==> src/rtl/hsc_pkg.sv <==
`timescale 1ns / 1ps
// ----------------------------------------------------------------------------
// hsc_pkg - heading steering controller shared definitions
// Fixed-point formats, field widths, register indexes and stream item layouts.
// ----------------------------------------------------------------------------
package hsc_pkg;

	// fixed-point formats
	localparam int ANGLE_FRAC_BITS = 13;   // angle fraction bits, 8..20
	localparam int INTEGRAL_WIDTH  = 24;   // error accumulator width, 16..40

	// pi in Q32, rounded to the angle format
	localparam longint unsigned PI_Q32 = 64'd13493037705;
	localparam longint PI_Q = longint'((PI_Q32 + (64'd1 << (31 - ANGLE_FRAC_BITS)))
		>> (32 - ANGLE_FRAC_BITS));
	localparam longint TWO_PI_Q = 2 * PI_Q;

	// field widths
	localparam int HEADING_W = 16;
	localparam int STEER_W   = 8;
	localparam int DUTY_W    = 12;
	localparam int GAIN_W    = 16;
	localparam int LIMIT_W   = 23;
	localparam int MOUNT_W   = 8;
	localparam int MAXS_W    = 7;
	localparam int TOL_W     = 15;
	localparam int SERVO_W   = 10;
	localparam int DRIVE_W   = 9;
	localparam int ERR_W     = HEADING_W + 1;
	localparam int DERIV_W   = ERR_W + 1;

	// configuration port
	localparam int CFG_INDEX_W = 3;
	localparam int CFG_DATA_W  = LIMIT_W;

	localparam logic [CFG_INDEX_W-1:0] REG_MOVEMENT_MODE   = 3'd0;
	localparam logic [CFG_INDEX_W-1:0] REG_GAIN_P          = 3'd1;
	localparam logic [CFG_INDEX_W-1:0] REG_GAIN_I          = 3'd2;
	localparam logic [CFG_INDEX_W-1:0] REG_GAIN_D          = 3'd3;
	localparam logic [CFG_INDEX_W-1:0] REG_INTEGRAL_LIMIT  = 3'd4;
	localparam logic [CFG_INDEX_W-1:0] REG_MOUNT_ANGLE     = 3'd5;
	localparam logic [CFG_INDEX_W-1:0] REG_MAX_STEER       = 3'd6;
	localparam logic [CFG_INDEX_W-1:0] REG_ANGLE_TOLERANCE = 3'd7;

	// movement modes
	localparam logic MODE_PID  = 1'b0;
	localparam logic MODE_TURN = 1'b1;

	// stream layouts, last field in the lowest bits
	localparam int IN_TDATA_W  = 56;
	localparam int OUT_TDATA_W = 48;

	typedef struct packed {
		logic [2:0]                  pad;
		logic                        stop_request;
		logic signed [DUTY_W-1:0]    duty_offset;
		logic signed [STEER_W-1:0]   turn_steer;
		logic signed [HEADING_W-1:0] target_heading;
		logic signed [HEADING_W-1:0] heading;
	} in_item_t;

	typedef struct packed {
		logic [4:0]                pad;
		logic signed [DUTY_W-1:0]  right_duty;
		logic signed [DUTY_W-1:0]  left_duty;
		logic [DRIVE_W-1:0]        drive_angle;
		logic signed [SERVO_W-1:0] servo_cmd;
	} out_item_t;

endpackage

==> src/rtl/heading_steering_controller_unit.sv <==
`timescale 1ns / 1ps
// ----------------------------------------------------------------------------
// heading_steering_controller_unit - PID / bang-bang heading steering
// Wraps the heading error, runs a clamped-integral PID loop or a bang-bang
// turn, and streams servo angle, drive angle and wheel duty offsets.
// ----------------------------------------------------------------------------
//
// channel   direction  handshake          payload
// s_*       in         s_tvalid/s_tready  heading, target, turn steer, duty, stop
// m_*       out        m_tvalid/m_tready  servo, drive, left/right duty; tlast=done
// cfg_*     in         cfg_we             register index, write data
//
// one transaction per cycle while m_tready stays high; a result passes from its
// input transaction through the input register, error/integral/multiply stage and output register
// the state update (error wrap, integral clamp) and the three gain multipliers
// sit in the middle stage, the correction sum and saturation ahead of the output
// reset clears the pipeline, the controller state and loads register defaults
// a stall on m_tready backs up stage by stage; the state moves only when an
// item leaves the input register
// once a done item has left the input register, later transactions are taken and dropped
//
module heading_steering_controller_unit (
	input  logic                               clk,
	input  logic                               arst_n,
	input  logic                               s_tvalid,
	output logic                               s_tready,
	// heading[15:0], target_heading[31:16], turn_steer[39:32],
	// duty_offset[51:40], stop_request[52], zero pad
	input  logic [hsc_pkg::IN_TDATA_W-1:0]     s_tdata,
	output logic                               m_tvalid,
	input  logic                               m_tready,
	// servo_cmd[9:0], drive_angle[18:10], left_duty[30:19],
	// right_duty[42:31], zero pad
	output logic [hsc_pkg::OUT_TDATA_W-1:0]    m_tdata,
	output logic                               m_tlast,   // done_res
	input  logic                               cfg_we,
	input  logic [hsc_pkg::CFG_INDEX_W-1:0]    cfg_index,
	input  logic [hsc_pkg::CFG_DATA_W-1:0]     cfg_data
);
	import hsc_pkg::*;

	// derived widths
	localparam int WRAP_W   = (ANGLE_FRAC_BITS + 4 > ERR_W + 1) ? ANGLE_FRAC_BITS + 4 : ERR_W + 1;
	localparam int ES_W     = INTEGRAL_WIDTH;
	localparam int CMP_A    = (ES_W > ERR_W) ? ES_W : ERR_W;
	localparam int CMP_W    = ((CMP_A > LIMIT_W) ? CMP_A : LIMIT_W) + 1;
	localparam int PROD_P_W = GAIN_W + 1 + ERR_W;
	localparam int PROD_D_W = GAIN_W + 1 + DERIV_W;
	localparam int PROD_I_W = GAIN_W + 1 + ES_W;
	localparam int CORR_W   = ((PROD_I_W > PROD_D_W) ? PROD_I_W : PROD_D_W) + 2;
	localparam int RS       = ANGLE_FRAC_BITS + 8;
	localparam int RND_W    = CORR_W - RS;
	localparam int SV_W     = (RND_W + 2 > 12) ? RND_W + 2 : 12;
	localparam int TSV_W    = MOUNT_W + 3;

	localparam logic signed [WRAP_W-1:0] PI_W     = WRAP_W'(PI_Q);
	localparam logic signed [WRAP_W-1:0] TWO_PI_W = WRAP_W'(TWO_PI_Q);
	localparam logic signed [CMP_W-1:0]  SUM_MAX  = CMP_W'((longint'(1) << (ES_W - 1)) - 1);
	localparam logic signed [CORR_W-1:0] RND_HALF = CORR_W'(longint'(1) << (RS - 1));
	localparam logic signed [SV_W-1:0]   SERVO_MIN = -SV_W'(longint'(1) << (SERVO_W - 1));
	localparam logic signed [SV_W-1:0]   SERVO_MAX = SV_W'((longint'(1) << (SERVO_W - 1)) - 1);
	localparam logic signed [SV_W-1:0]   DRIVE_MAX = SV_W'((longint'(1) << DRIVE_W) - 1);

	// configuration registers
	logic                movement_mode_q;
	logic [GAIN_W-1:0]   gain_p_q, gain_i_q, gain_d_q;
	logic [LIMIT_W-1:0]  integral_limit_q;
	logic [MOUNT_W-1:0]  mount_angle_q;
	logic [MAXS_W-1:0]   max_steer_q;
	logic [TOL_W-1:0]    angle_tolerance_q;

	// controller state
	logic signed [ES_W-1:0]  error_sum_q;
	logic signed [ERR_W-1:0] previous_error_q;
	logic                    finished_q;

	// stage 1: input register
	logic      valid_s1;
	in_item_t  item_s1;

	// stage 2: products and turn/duty results
	logic                        valid_s2;
	logic                        mode_s2;
	logic signed [PROD_P_W-1:0]  prod_p_s2;
	logic signed [PROD_D_W-1:0]  prod_d_s2;
	logic signed [PROD_I_W-1:0]  prod_i_s2;
	logic signed [TSV_W-1:0]     turn_servo_s2;
	logic signed [DUTY_W-1:0]    left_s2, right_s2;
	logic                        done_s2;

	// output register
	logic       out_valid_q;
	out_item_t  out_item_q;
	logic       out_done_q;

	// stage advance
	logic go1, go2, step1;
	assign go2      = !out_valid_q || m_tready;
	assign go1      = !valid_s2 || go2;
	assign s_tready = !valid_s1 || go1;
	assign step1    = valid_s1 && go1 && !finished_q;

	// ---------------------------------------------------------------- config
	always_ff @(posedge clk or negedge arst_n) begin
		if (!arst_n) begin
			movement_mode_q   <= MODE_PID;
			gain_p_q          <= '0;
			gain_i_q          <= '0;
			gain_d_q          <= '0;
			integral_limit_q  <= LIMIT_W'(8388607);
			mount_angle_q     <= MOUNT_W'(90);
			max_steer_q       <= MAXS_W'(30);
			angle_tolerance_q <= TOL_W'(410);
		end else if (cfg_we) begin
			case (cfg_index)
				REG_MOVEMENT_MODE:   movement_mode_q   <= cfg_data[0];
				REG_GAIN_P:          gain_p_q          <= cfg_data[GAIN_W-1:0];
				REG_GAIN_I:          gain_i_q          <= cfg_data[GAIN_W-1:0];
				REG_GAIN_D:          gain_d_q          <= cfg_data[GAIN_W-1:0];
				REG_INTEGRAL_LIMIT:  integral_limit_q  <= cfg_data[LIMIT_W-1:0];
				REG_MOUNT_ANGLE:     mount_angle_q     <= cfg_data[MOUNT_W-1:0];
				REG_MAX_STEER:       max_steer_q       <= cfg_data[MAXS_W-1:0];
				REG_ANGLE_TOLERANCE: angle_tolerance_q <= cfg_data[TOL_W-1:0];
				default: ;
			endcase
		end
	end

	// ---------------------------------------------------------------- stage 1
	always_ff @(posedge clk or negedge arst_n) begin
		if (!arst_n) begin
			valid_s1 <= 1'b0;
		end else if (s_tready) begin
			valid_s1 <= s_tvalid;
		end
	end

	always_ff @(posedge clk) begin
		if (s_tready && s_tvalid) begin
			item_s1 <= in_item_t'(s_tdata);
		end
	end

	// error wrapped once into plus or minus pi
	logic signed [WRAP_W-1:0] diff_w, wrap_w;
	logic signed [ERR_W-1:0]  err;
	assign diff_w = WRAP_W'(item_s1.target_heading) - WRAP_W'(item_s1.heading);
	always_comb begin
		if (diff_w > PI_W) begin
			wrap_w = diff_w - TWO_PI_W;
		end else if (diff_w < -PI_W) begin
			wrap_w = diff_w + TWO_PI_W;
		end else begin
			wrap_w = diff_w;
		end
	end
	assign err = wrap_w[ERR_W-1:0];

	// integral with magnitude clamp
	logic signed [CMP_W-1:0] trial, trial_abs, limit_ext, limit_eff;
	logic signed [ES_W-1:0]  error_sum_nxt;
	logic signed [DERIV_W-1:0] deriv;
	assign trial     = CMP_W'(error_sum_q) + CMP_W'(err);
	assign trial_abs = (trial < 0) ? -trial : trial;
	assign limit_ext = CMP_W'($signed({1'b0, integral_limit_q}));
	assign limit_eff = (limit_ext > SUM_MAX) ? SUM_MAX : limit_ext;
	always_comb begin
		if (trial_abs < limit_eff) begin
			error_sum_nxt = trial[ES_W-1:0];
		end else if (trial < 0) begin
			error_sum_nxt = ES_W'(-limit_eff);
		end else begin
			error_sum_nxt = limit_eff[ES_W-1:0];
		end
	end
	assign deriv = DERIV_W'(err) - DERIV_W'(previous_error_q);

	// gain products, gains are unsigned
	logic signed [PROD_P_W-1:0] prod_p;
	logic signed [PROD_D_W-1:0] prod_d;
	logic signed [PROD_I_W-1:0] prod_i;
	assign prod_p = PROD_P_W'($signed({1'b0, gain_p_q})) * PROD_P_W'(err);
	assign prod_d = PROD_D_W'($signed({1'b0, gain_d_q})) * PROD_D_W'(deriv);
	assign prod_i = PROD_I_W'($signed({1'b0, gain_i_q})) * PROD_I_W'(error_sum_nxt);

	// bang-bang turn: steer and duty wheel follow the error sign
	logic                       err_pos;
	logic signed [STEER_W:0]    steer_sel;
	logic signed [TSV_W-1:0]    turn_servo;
	logic [ERR_W-1:0]           err_abs;
	logic                       turn_done;
	logic signed [DUTY_W-1:0]   left_nxt, right_nxt;
	logic                       done_nxt;
	assign err_pos    = (err > 0);
	assign steer_sel  = err_pos ? -(STEER_W+1)'(item_s1.turn_steer)
	                            : (STEER_W+1)'(item_s1.turn_steer);
	assign turn_servo = TSV_W'($signed({1'b0, mount_angle_q})) + TSV_W'(steer_sel);
	assign err_abs    = (err < 0) ? ERR_W'(-err) : ERR_W'(err);
	assign turn_done  = (err_abs < ERR_W'(angle_tolerance_q));
	always_comb begin
		if (movement_mode_q == MODE_PID) begin
			left_nxt  = item_s1.duty_offset;
			right_nxt = item_s1.duty_offset;
			done_nxt  = item_s1.stop_request;
		end else begin
			left_nxt  = err_pos ? item_s1.duty_offset : '0;
			right_nxt = err_pos ? '0 : item_s1.duty_offset;
			done_nxt  = turn_done;
		end
	end

	// state moves as an item leaves stage 1
	always_ff @(posedge clk or negedge arst_n) begin
		if (!arst_n) begin
			error_sum_q      <= '0;
			previous_error_q <= '0;
			finished_q       <= 1'b0;
		end else if (step1) begin
			if (movement_mode_q == MODE_PID) begin
				error_sum_q      <= error_sum_nxt;
				previous_error_q <= err;
			end
			if (done_nxt) begin
				finished_q <= 1'b1;
			end
		end
	end

	// ---------------------------------------------------------------- stage 2
	always_ff @(posedge clk or negedge arst_n) begin
		if (!arst_n) begin
			valid_s2 <= 1'b0;
		end else if (go1) begin
			valid_s2 <= valid_s1 && !finished_q;
		end
	end

	always_ff @(posedge clk) begin
		if (step1) begin
			mode_s2       <= movement_mode_q;
			prod_p_s2     <= prod_p;
			prod_d_s2     <= prod_d;
			prod_i_s2     <= prod_i;
			turn_servo_s2 <= turn_servo;
			left_s2       <= left_nxt;
			right_s2      <= right_nxt;
			done_s2       <= done_nxt;
		end
	end

	// correction in Q(frac+8) degrees, rounded half up to whole degrees
	logic signed [CORR_W-1:0] corr_sum, corr_biased;
	logic signed [RND_W-1:0]  corr_rnd;
	logic signed [SV_W-1:0]   mount_sv, servo_pid, drive_lo, drive_hi, drive_pid;
	logic signed [SV_W-1:0]   servo_raw, drive_raw;
	assign corr_sum    = CORR_W'(prod_p_s2) + CORR_W'(prod_d_s2) + CORR_W'(prod_i_s2);
	assign corr_biased = corr_sum + RND_HALF;
	assign corr_rnd    = $signed(corr_biased[CORR_W-1:RS]);
	assign mount_sv    = SV_W'($signed({1'b0, mount_angle_q}));
	assign servo_pid   = mount_sv - SV_W'(corr_rnd);
	assign drive_lo    = mount_sv - SV_W'($signed({1'b0, max_steer_q}));
	assign drive_hi    = mount_sv + SV_W'($signed({1'b0, max_steer_q}));
	always_comb begin
		if (servo_pid < drive_lo) begin
			drive_pid = drive_lo;
		end else if (servo_pid > drive_hi) begin
			drive_pid = drive_hi;
		end else begin
			drive_pid = servo_pid;
		end
	end
	assign servo_raw = (mode_s2 == MODE_PID) ? servo_pid : SV_W'(turn_servo_s2);
	assign drive_raw = (mode_s2 == MODE_PID) ? drive_pid : SV_W'(turn_servo_s2);

	// output saturation
	logic signed [SERVO_W-1:0] servo_sat;
	logic [DRIVE_W-1:0]        drive_sat;
	always_comb begin
		if (servo_raw < SERVO_MIN) begin
			servo_sat = SERVO_MIN[SERVO_W-1:0];
		end else if (servo_raw > SERVO_MAX) begin
			servo_sat = SERVO_MAX[SERVO_W-1:0];
		end else begin
			servo_sat = servo_raw[SERVO_W-1:0];
		end
		if (drive_raw < 0) begin
			drive_sat = '0;
		end else if (drive_raw > DRIVE_MAX) begin
			drive_sat = DRIVE_MAX[DRIVE_W-1:0];
		end else begin
			drive_sat = drive_raw[DRIVE_W-1:0];
		end
	end

	// ---------------------------------------------------------------- output
	always_ff @(posedge clk or negedge arst_n) begin
		if (!arst_n) begin
			out_valid_q <= 1'b0;
		end else if (go2) begin
			out_valid_q <= valid_s2;
		end
	end

	always_ff @(posedge clk) begin
		if (go2 && valid_s2) begin
			out_item_q.pad         <= '0;
			out_item_q.servo_cmd   <= servo_sat;
			out_item_q.drive_angle <= drive_sat;
			out_item_q.left_duty   <= left_s2;
			out_item_q.right_duty  <= right_s2;
			out_done_q             <= done_s2;
		end
	end

	assign m_tvalid = out_valid_q;
	assign m_tdata  = OUT_TDATA_W'(out_item_q);
	assign m_tlast  = out_done_q;

`ifndef NO_ASSERTIONS
	// nothing enters the pipeline once the movement is finished
	a_no_item_after_done: assert property (@(posedge clk) disable iff (!arst_n)
		(finished_q && go1) |=> !valid_s2)
		else $error("item passed stage 1 after movement finished");

	// the accumulator never reaches the most negative code
	a_sum_in_range: assert property (@(posedge clk) disable iff (!arst_n)
		error_sum_q != {1'b1, {(ES_W-1){1'b0}}})
		else $error("error sum outside clamp range");

	// a done result implies the finished flag is set
	a_done_sets_finished: assert property (@(posedge clk) disable iff (!arst_n)
		(m_tvalid && m_tlast) |-> finished_q)
		else $error("done result without finished flag");

	// turn mode leaves the pid state alone
	a_turn_keeps_state: assert property (@(posedge clk) disable iff (!arst_n)
		(step1 && movement_mode_q == MODE_TURN) |=>
			($stable(error_sum_q) && $stable(previous_error_q)))
		else $error("pid state changed in turn mode");
`endif

endmodule
==> config.mk <==
export PLATFORM = sky130hd
export DESIGN_NAME = heading_steering_controller_unit
export DESIGN_NICKNAME = d
export VERILOG_FILES = /design/src/rtl/hsc_pkg.sv /design/src/rtl/heading_steering_controller_unit.sv
export SDC_FILE = /design/constraint.sdc
export NUM_CORES = 2
export LEC_CHECK = 0
export ABC_AREA = 1
export BUFFER_PORTS_ARGS = -buffer_cell sky130_fd_sc_hd__buf_4
export CORE_MARGIN = 3
export CORE_UTILIZATION = 55
export CTS_CLUSTER_SIZE = 12
export DETAILED_ROUTE_END_ITERATION = 8
export GPL_TIMING_DRIVEN = 0
export PLACE_DENSITY = 0.71
export SYNTH_ARGS = -nofsm -noshare
export SYNTH_HDL_FRONTEND = slang
export SYNTH_SLANG_ARGS = --single-unit
==> constraint.sdc <==
create_clock -name clk -period 15.25 [get_ports clk]
set_input_delay 1.525 -clock clk [delete_from_list [all_inputs] [get_ports clk]]
set_output_delay 1.525 -clock clk [all_outputs]
set_load 0.01 [all_outputs]
[Yosys cells after proc, flatten, opt, wreduce, memory -nomap -nowiden]
Cells that the tools add are included.
Cells by class
  equal/unequal tests: 7
  order comparisons: 14
  multiply operators: 3
  muxes and demuxes: 19
  $add $sub $neg: 16
  reductions and logical operators: 23
  bitwise logic cells: 1
Operators by type and width (number)
  two-way mux 24 bit: 6
  two-way mux 17 bit: 3
  greater-than comparator 24 x 10 -> 1 bit (second input constant): 2
  two-way mux 12 bit: 4
  adder 42 x 22 -> 43 bit (second input constant): 1
  adder 36 x 41 -> 42 bit: 1
  multiplier 17 x 24 -> 41 bit: 1
  adder 34 x 35 -> 36 bit: 1
  multiplier 17 x 18 -> 35 bit: 1
  multiplier 17 x 17 -> 34 bit: 1
  adder 24 x 17 -> 25 bit: 1
  less-than comparator 25 x 1 -> 1 bit (second input constant): 1
  less-than comparator 25 x 24 -> 1 bit: 1
  two-way mux 25 bit: 1
  negator 25 bit: 1
  less-than comparator 24 x 1 -> 1 bit (second input constant): 1
  less-than comparator 24 x 10 -> 1 bit (second input constant): 1
  negator 23 -> 24 bit: 1
  greater-than comparator 23 x 10 -> 1 bit: 1
  greater-than comparator 23 bit (second input constant): 1
  less-than comparator 23 x 9 -> 1 bit: 1
  two-way mux 23 bit: 1
  subtractor 9 x 22 -> 23 bit: 1
  AND reduction 2 bit: 10
  other kinds (25): 39
Storage, ports and cells
  output and inout bits: 51
  logic and storage cells: 115
  register bits after elaboration: 391
  input bits: 87

[Logic depth before layout (Yosys ltp)]
  depth after elaboration: 10
  depth in mapped cells: 84
  mapped depth without buffers: 80

[Least setup slack after synthesis]
No wires, ideal clock.
  path kind: reg2reg
  from: register item_s1[16] in the netlist's numbering
  to: register prod_i_s2[38], data pin
  clock period less this slack: 13.080 ns
  path buffers: 6
  required time: 14.985 ns
  setup time: 0.265 ns
  cell stages (with the launch flop): 77
  data arrival time: 12.815 ns
  path slack: 2.170 ns
  cells stage by stage: edfxtp_1 > inv_1 > ha_1 > inv_1 > fa_1 > nand3_1 > nand2_1 > xnor2_1 > inv_1 > ha_1 > nand3_1 > nand2_1 > nand2_1 > nand2_1 > nand2_1 > and3_1 > o21ai_0 > nand2_1 > [41 not listed] > inv_1 > fa_1 > inv_1 > ha_1 > a21oi_1 > o21ai_0 > a21oi_1 > o21ai_0 > a21oi_1 > inv_1 > a21oi_1 > inv_1 > nand2_1 > o211a_1 > o21ai_0 > a21oi_1 > o21ai_0 > xor2_1
Between the ends
  longest elaborated chain between the ends: 10
  elaborated cells on any way between the ends: 15
  classes of those cells: 5 x add/sub; 1 x mul; 4 x order compare; 5 x mux
Ends and longest elaborated chain
  start: declaration: RTL line heading_steering_controller_unit.sv:79  | in_item_t item_s1;
  start signal: assignment: RTL line heading_steering_controller_unit.sv:140  | item_s1 <= in_item_t'(s_tdata);
  subtractor 16 x 16 -> 17 bit *: RTL line heading_steering_controller_unit.sv:147  | assign diff_w = WRAP_W'(item_s1.target_heading) - WRAP_W'(item_s1.heading);
  adder 17 bit or less-than comparator 17 x 16 -> 1 bit (tied branches): RTL line heading_steering_controller_unit.sv:152, heading_steering_controller_unit.sv:151
  two-way mux 17 bit: RTL line heading_steering_controller_unit.sv:151  | end else if (diff_w < -PI_W) begin
  two-way mux 17 bit *: RTL line heading_steering_controller_unit.sv:149  | if (diff_w > PI_W) begin
  via wrap_w[16]: RTL line heading_steering_controller_unit.sv:145  | logic signed [WRAP_W-1:0] diff_w, wrap_w;
  adder 24 x 17 -> 25 bit *: RTL line heading_steering_controller_unit.sv:163  | assign trial = CMP_W'(error_sum_q) + CMP_W'(err);
  negator 25 bit or less-than comparator 25 x 1 -> 1 bit (tied branches): RTL line heading_steering_controller_unit.sv:164, heading_steering_controller_unit.sv:170
  two-way mux 25 bit: RTL line heading_steering_controller_unit.sv:164  | assign trial_abs = (trial < 0) ? -trial : trial;
  less-than comparator 25 x 24 -> 1 bit: RTL line heading_steering_controller_unit.sv:168  | if (trial_abs < limit_eff) begin
  two-way mux 24 bit *: RTL line heading_steering_controller_unit.sv:168
  multiplier 17 x 24 -> 41 bit *: RTL line heading_steering_controller_unit.sv:184  | assign prod_i = PROD_I_W'($signed({1'b0, gain_i_q})) * PROD_I_W'(error_sum_nxt);
  via prod_i[38]: RTL line heading_steering_controller_unit.sv:181  | logic signed [PROD_I_W-1:0] prod_i;
  end signal: assignment: RTL line heading_steering_controller_unit.sv:243  | prod_i_s2 <= prod_i;
  end: declaration: RTL line heading_steering_controller_unit.sv:86  | logic signed [PROD_I_W-1:0] prod_i_s2;
Mark *: on every way through the listed nets, which the timed path passes. The rest lies on a longest branch.
A chain may end at the register's enable or synchronous reset.

[Worst setup path in the final report]
Ends and elaborated chain as after synthesis.

==> impl_metrics.yaml <==
status:
  status: "completed"
sta:
  fmax_mhz: 69.3
  maxSlewHeadroom_pct: 6.92
  setup_viol: 0
  hold_viol: 0
  max_slew.worst_pin.slew_ps: 1390
  maxSlewViolCount: 0
  clock_skew_ps: 51.6
  fin_ws_ps: 814
  min_period_ps: 14440
  fin_tns_setup_ps: 0
  fin_crit_sh_pct: 94.7
job:
  max_cap_viol_count: 0
worst_setup_path:
  reg2reg_slack_ps: 810
  cpMostUsedCell: "nand2_1"
  crit_fanout: 20
  cp.required_ps: 15600
  r2r_start: "item_s1[16]"
  crit_start: "item_s1[16]"
  cp-start-kind: "flip-flop"
  slowest_delay_ps: 530
  critPathSlowestCell: "fa_1"
  worstSetupPathType: "reg2reg"
  worstRegToRegCells: 75
  cp-endpoint: "prod_i_s2[38]"
  cp.arrival_ps: 14790
  r2r-end: "prod_i_s2[38]"
  crit_path_end_kind: "flip-flop"
floorplanning:
  die_h_um: 337
  dieArea_mm2: 0.114
  initial_core_util_pct: 55.9
  die_w_um: 337
  rows: 120
  core_mm2: 0.108
  io_pins: 138
drt:
  antenna_left: 0
  route.detailed.drc: 0
  wl_per_cell_um: 20.2
  vias: 49084
  vias_per_cell: 5.49
  drt-initial-drc-count: 4165
  drt_pass1_iterations: 6
  drt-total-wl_um: 180000
yosys:
  yosys.area.top_type_share_pct: 30.7
  synth-seq-cells: 390
  netlist_area_mm2: 0.0603
  ys_types: 64
  postSynthAreaPerCell_um2: 8.28
  synth_edf_count: 243
  ys.flop_type: "edfxtp_1"
  ys_async_sr_fraction_pct: 37.7
  synth_top_area_cell: "fa_1"
  yosysWarnings: 0
  seq_area_frac_synth_pct: 18.3
  synth_area_leaders: "fa_1, edfxtp_1, ha_1"
  netlist_instances: 7283
clocking:
  cts_tree: "done"
  cts_sinks: 390
  insertion_delay_ps: 670
  clockRootBuffer: "clkbuf_16"
  cts.hold.buffers_added: 0
  clkTransAtPathRegs_ps: 60
  cts_buffers: 49
  htreeDepth: 2
  clockBufferDepth: 3
global_routing:
  grt_usage_pct: 32.5
  grt_pass1_wl_um: 282000
  antenna_found_initial: 12
  grt_max_degree: 109
  first_global_vias: 50125
  overflow: 0
layout:
  fin_area_mm2: 0.0655
  layout-drive-gt1-share_pct: 6.90
  nNetsFinal: 9067
  final_core_util_pct: 60.7
  area_delta_synth_final_pct: 8.56
hold_path:
  hp-class: "reg2reg"
place:
  hpwl_um: 152000
  dpl_cell_area_mm2: 0.0632
  pre_cts_ws_ps: -1980
  io_buffers: 129
  gp_congestion: 0.982
## worst min path at each step
stage	start	endpoint	slack [ps]	cells after the start
detailed placement	left_s2[10]	m_tdata[29]	410	0
global route	left_s2[11]	m_tdata[30]	410	0
finish	left_s2[11]	m_tdata[30]	400	0
CTS	left_s2[0]	m_tdata[19]	390	0
global placement	done_s2	m_tlast	400	0
floorplan	left_s2[0]	m_tdata[19]	400	0
## stage by stage
stage	hold slack, ps	instances
finish	398	8941
global route	409	8939
CTS	389	8912
detailed placement	405	8823
global placement	401	8819
floorplan	400	7287
## kinds of logic (layout without fill, tap and decap cells)
family | count (synthesis) | count (layout) | share of synthesized area, %
AND/OR/NAND/NOR | 2638 | 2638 | 17.9
XOR/XNOR | 239 | 239 | 3.51
adder cells (fa/ha/maj) | 1486 | 1486 | 42.3
buffers and inverters | 1849 | 2097 | 11.8
AO/OA/AOI/OAI | 680 | 680 | 6.22
flip-flops | 390 | 390 | 18.3
other | 1 | 8 | 0.00622
## flip-flops by register name (all words and copies together) (netlist names), 7 cells and up
register	cells
previous_error_q	17
max_steer_q	7
left_s2	12
right_s2	12
gain_i_q	16
prod_p_s2	34
item_s1	53
prod_i_s2	41
error_sum_q	24
gain_p_q	16
angle_tolerance_q	15
integral_limit_q	23
prod_d_s2	35
gain_d_q	16
turn_servo_s2	10
m_tdata	43
mount_angle_q	8
## layout by cell type (no fill, tap or decap), drive strengths merged, types with 6 or more instances in the layout
cell type / n
nor2: 624
nand2: 1635
xor2: 166
nand3: 253
o221ai: 7
edfxtp: 243
xnor2: 73
a21o: 8
nand4: 38
bufinv: 7
ha: 560
nor4: 7
a211oi: 10
clkinvlp: 11
fa: 926
a21oi: 320
a21boi: 6
dfstp: 36
nor3: 48
o21ai: 254
or2: 20
dfrtp: 111
clkbuf: 184
clkinv: 26
nand3b: 7
o21bai: 25
inv: 1661
buf: 208
o211ai: 7
o21a: 10
a31oi: 17
## area by class of cell
class                           count  area (µm²)
Inverter                         1675        6340
Tap cell                         1403        1760
Antenna cell                        3        7.51
Timing Repair inverter              1        5.00
Timing Repair Buffer              167        1330
Clock inverter                     29         403
Fill cell                        9592       42500
Clock buffer                       63        1380
Buffer                            162         803
Multi-Input combinational cell   5048       42500
Sequential cell                   390       11000
## layer usage
layer	GRT usage (%)	vias to the layer above	wire, µm
met5	0	-	13
met4	13.1	2	8500
met3	6.47	392	17000
met2	51.5	2007	81400
met1	44.0	24126	73400
li1	-	22557	-
## what timing repair did
action	4_1_cts	5_1_grt
setup buffers	2	32
pin swaps	1	5
endpoints found under the setup margin	20	11
gates cloned	0	1
gates resized for setup	21	58
## synth_stat cells, drive strengths merged (8+ instances only)
library cell / n
fa: 926
a21oi: 320
buf: 45
nor3: 48
xor2: 166
clkinv: 13
o21bai: 25
nor2: 624
edfxtp: 243
clkbuf: 129
dfrtp: 111
ha: 560
o21a: 10
xnor2: 73
a211oi: 10
nand3: 253
or2: 20
a31oi: 17
inv: 1662
nand2: 1635
dfstp: 36
nand4: 38
a21o: 8
o21ai: 254
## critical path: cells and delay by family (launching register included)
family / cells / cell delay, ps
compound gates: 19 / 3340
xor+xnor: 2 / 610
fa+ha+maj: 11 / 4430
buf+inv: 17 / 2160
flops: 1 / 350
simple gates: 26 / 3160
Power is not shown: default switching activity piles up to over one toggle a cycle in this logic, so the estimate is an artifact.
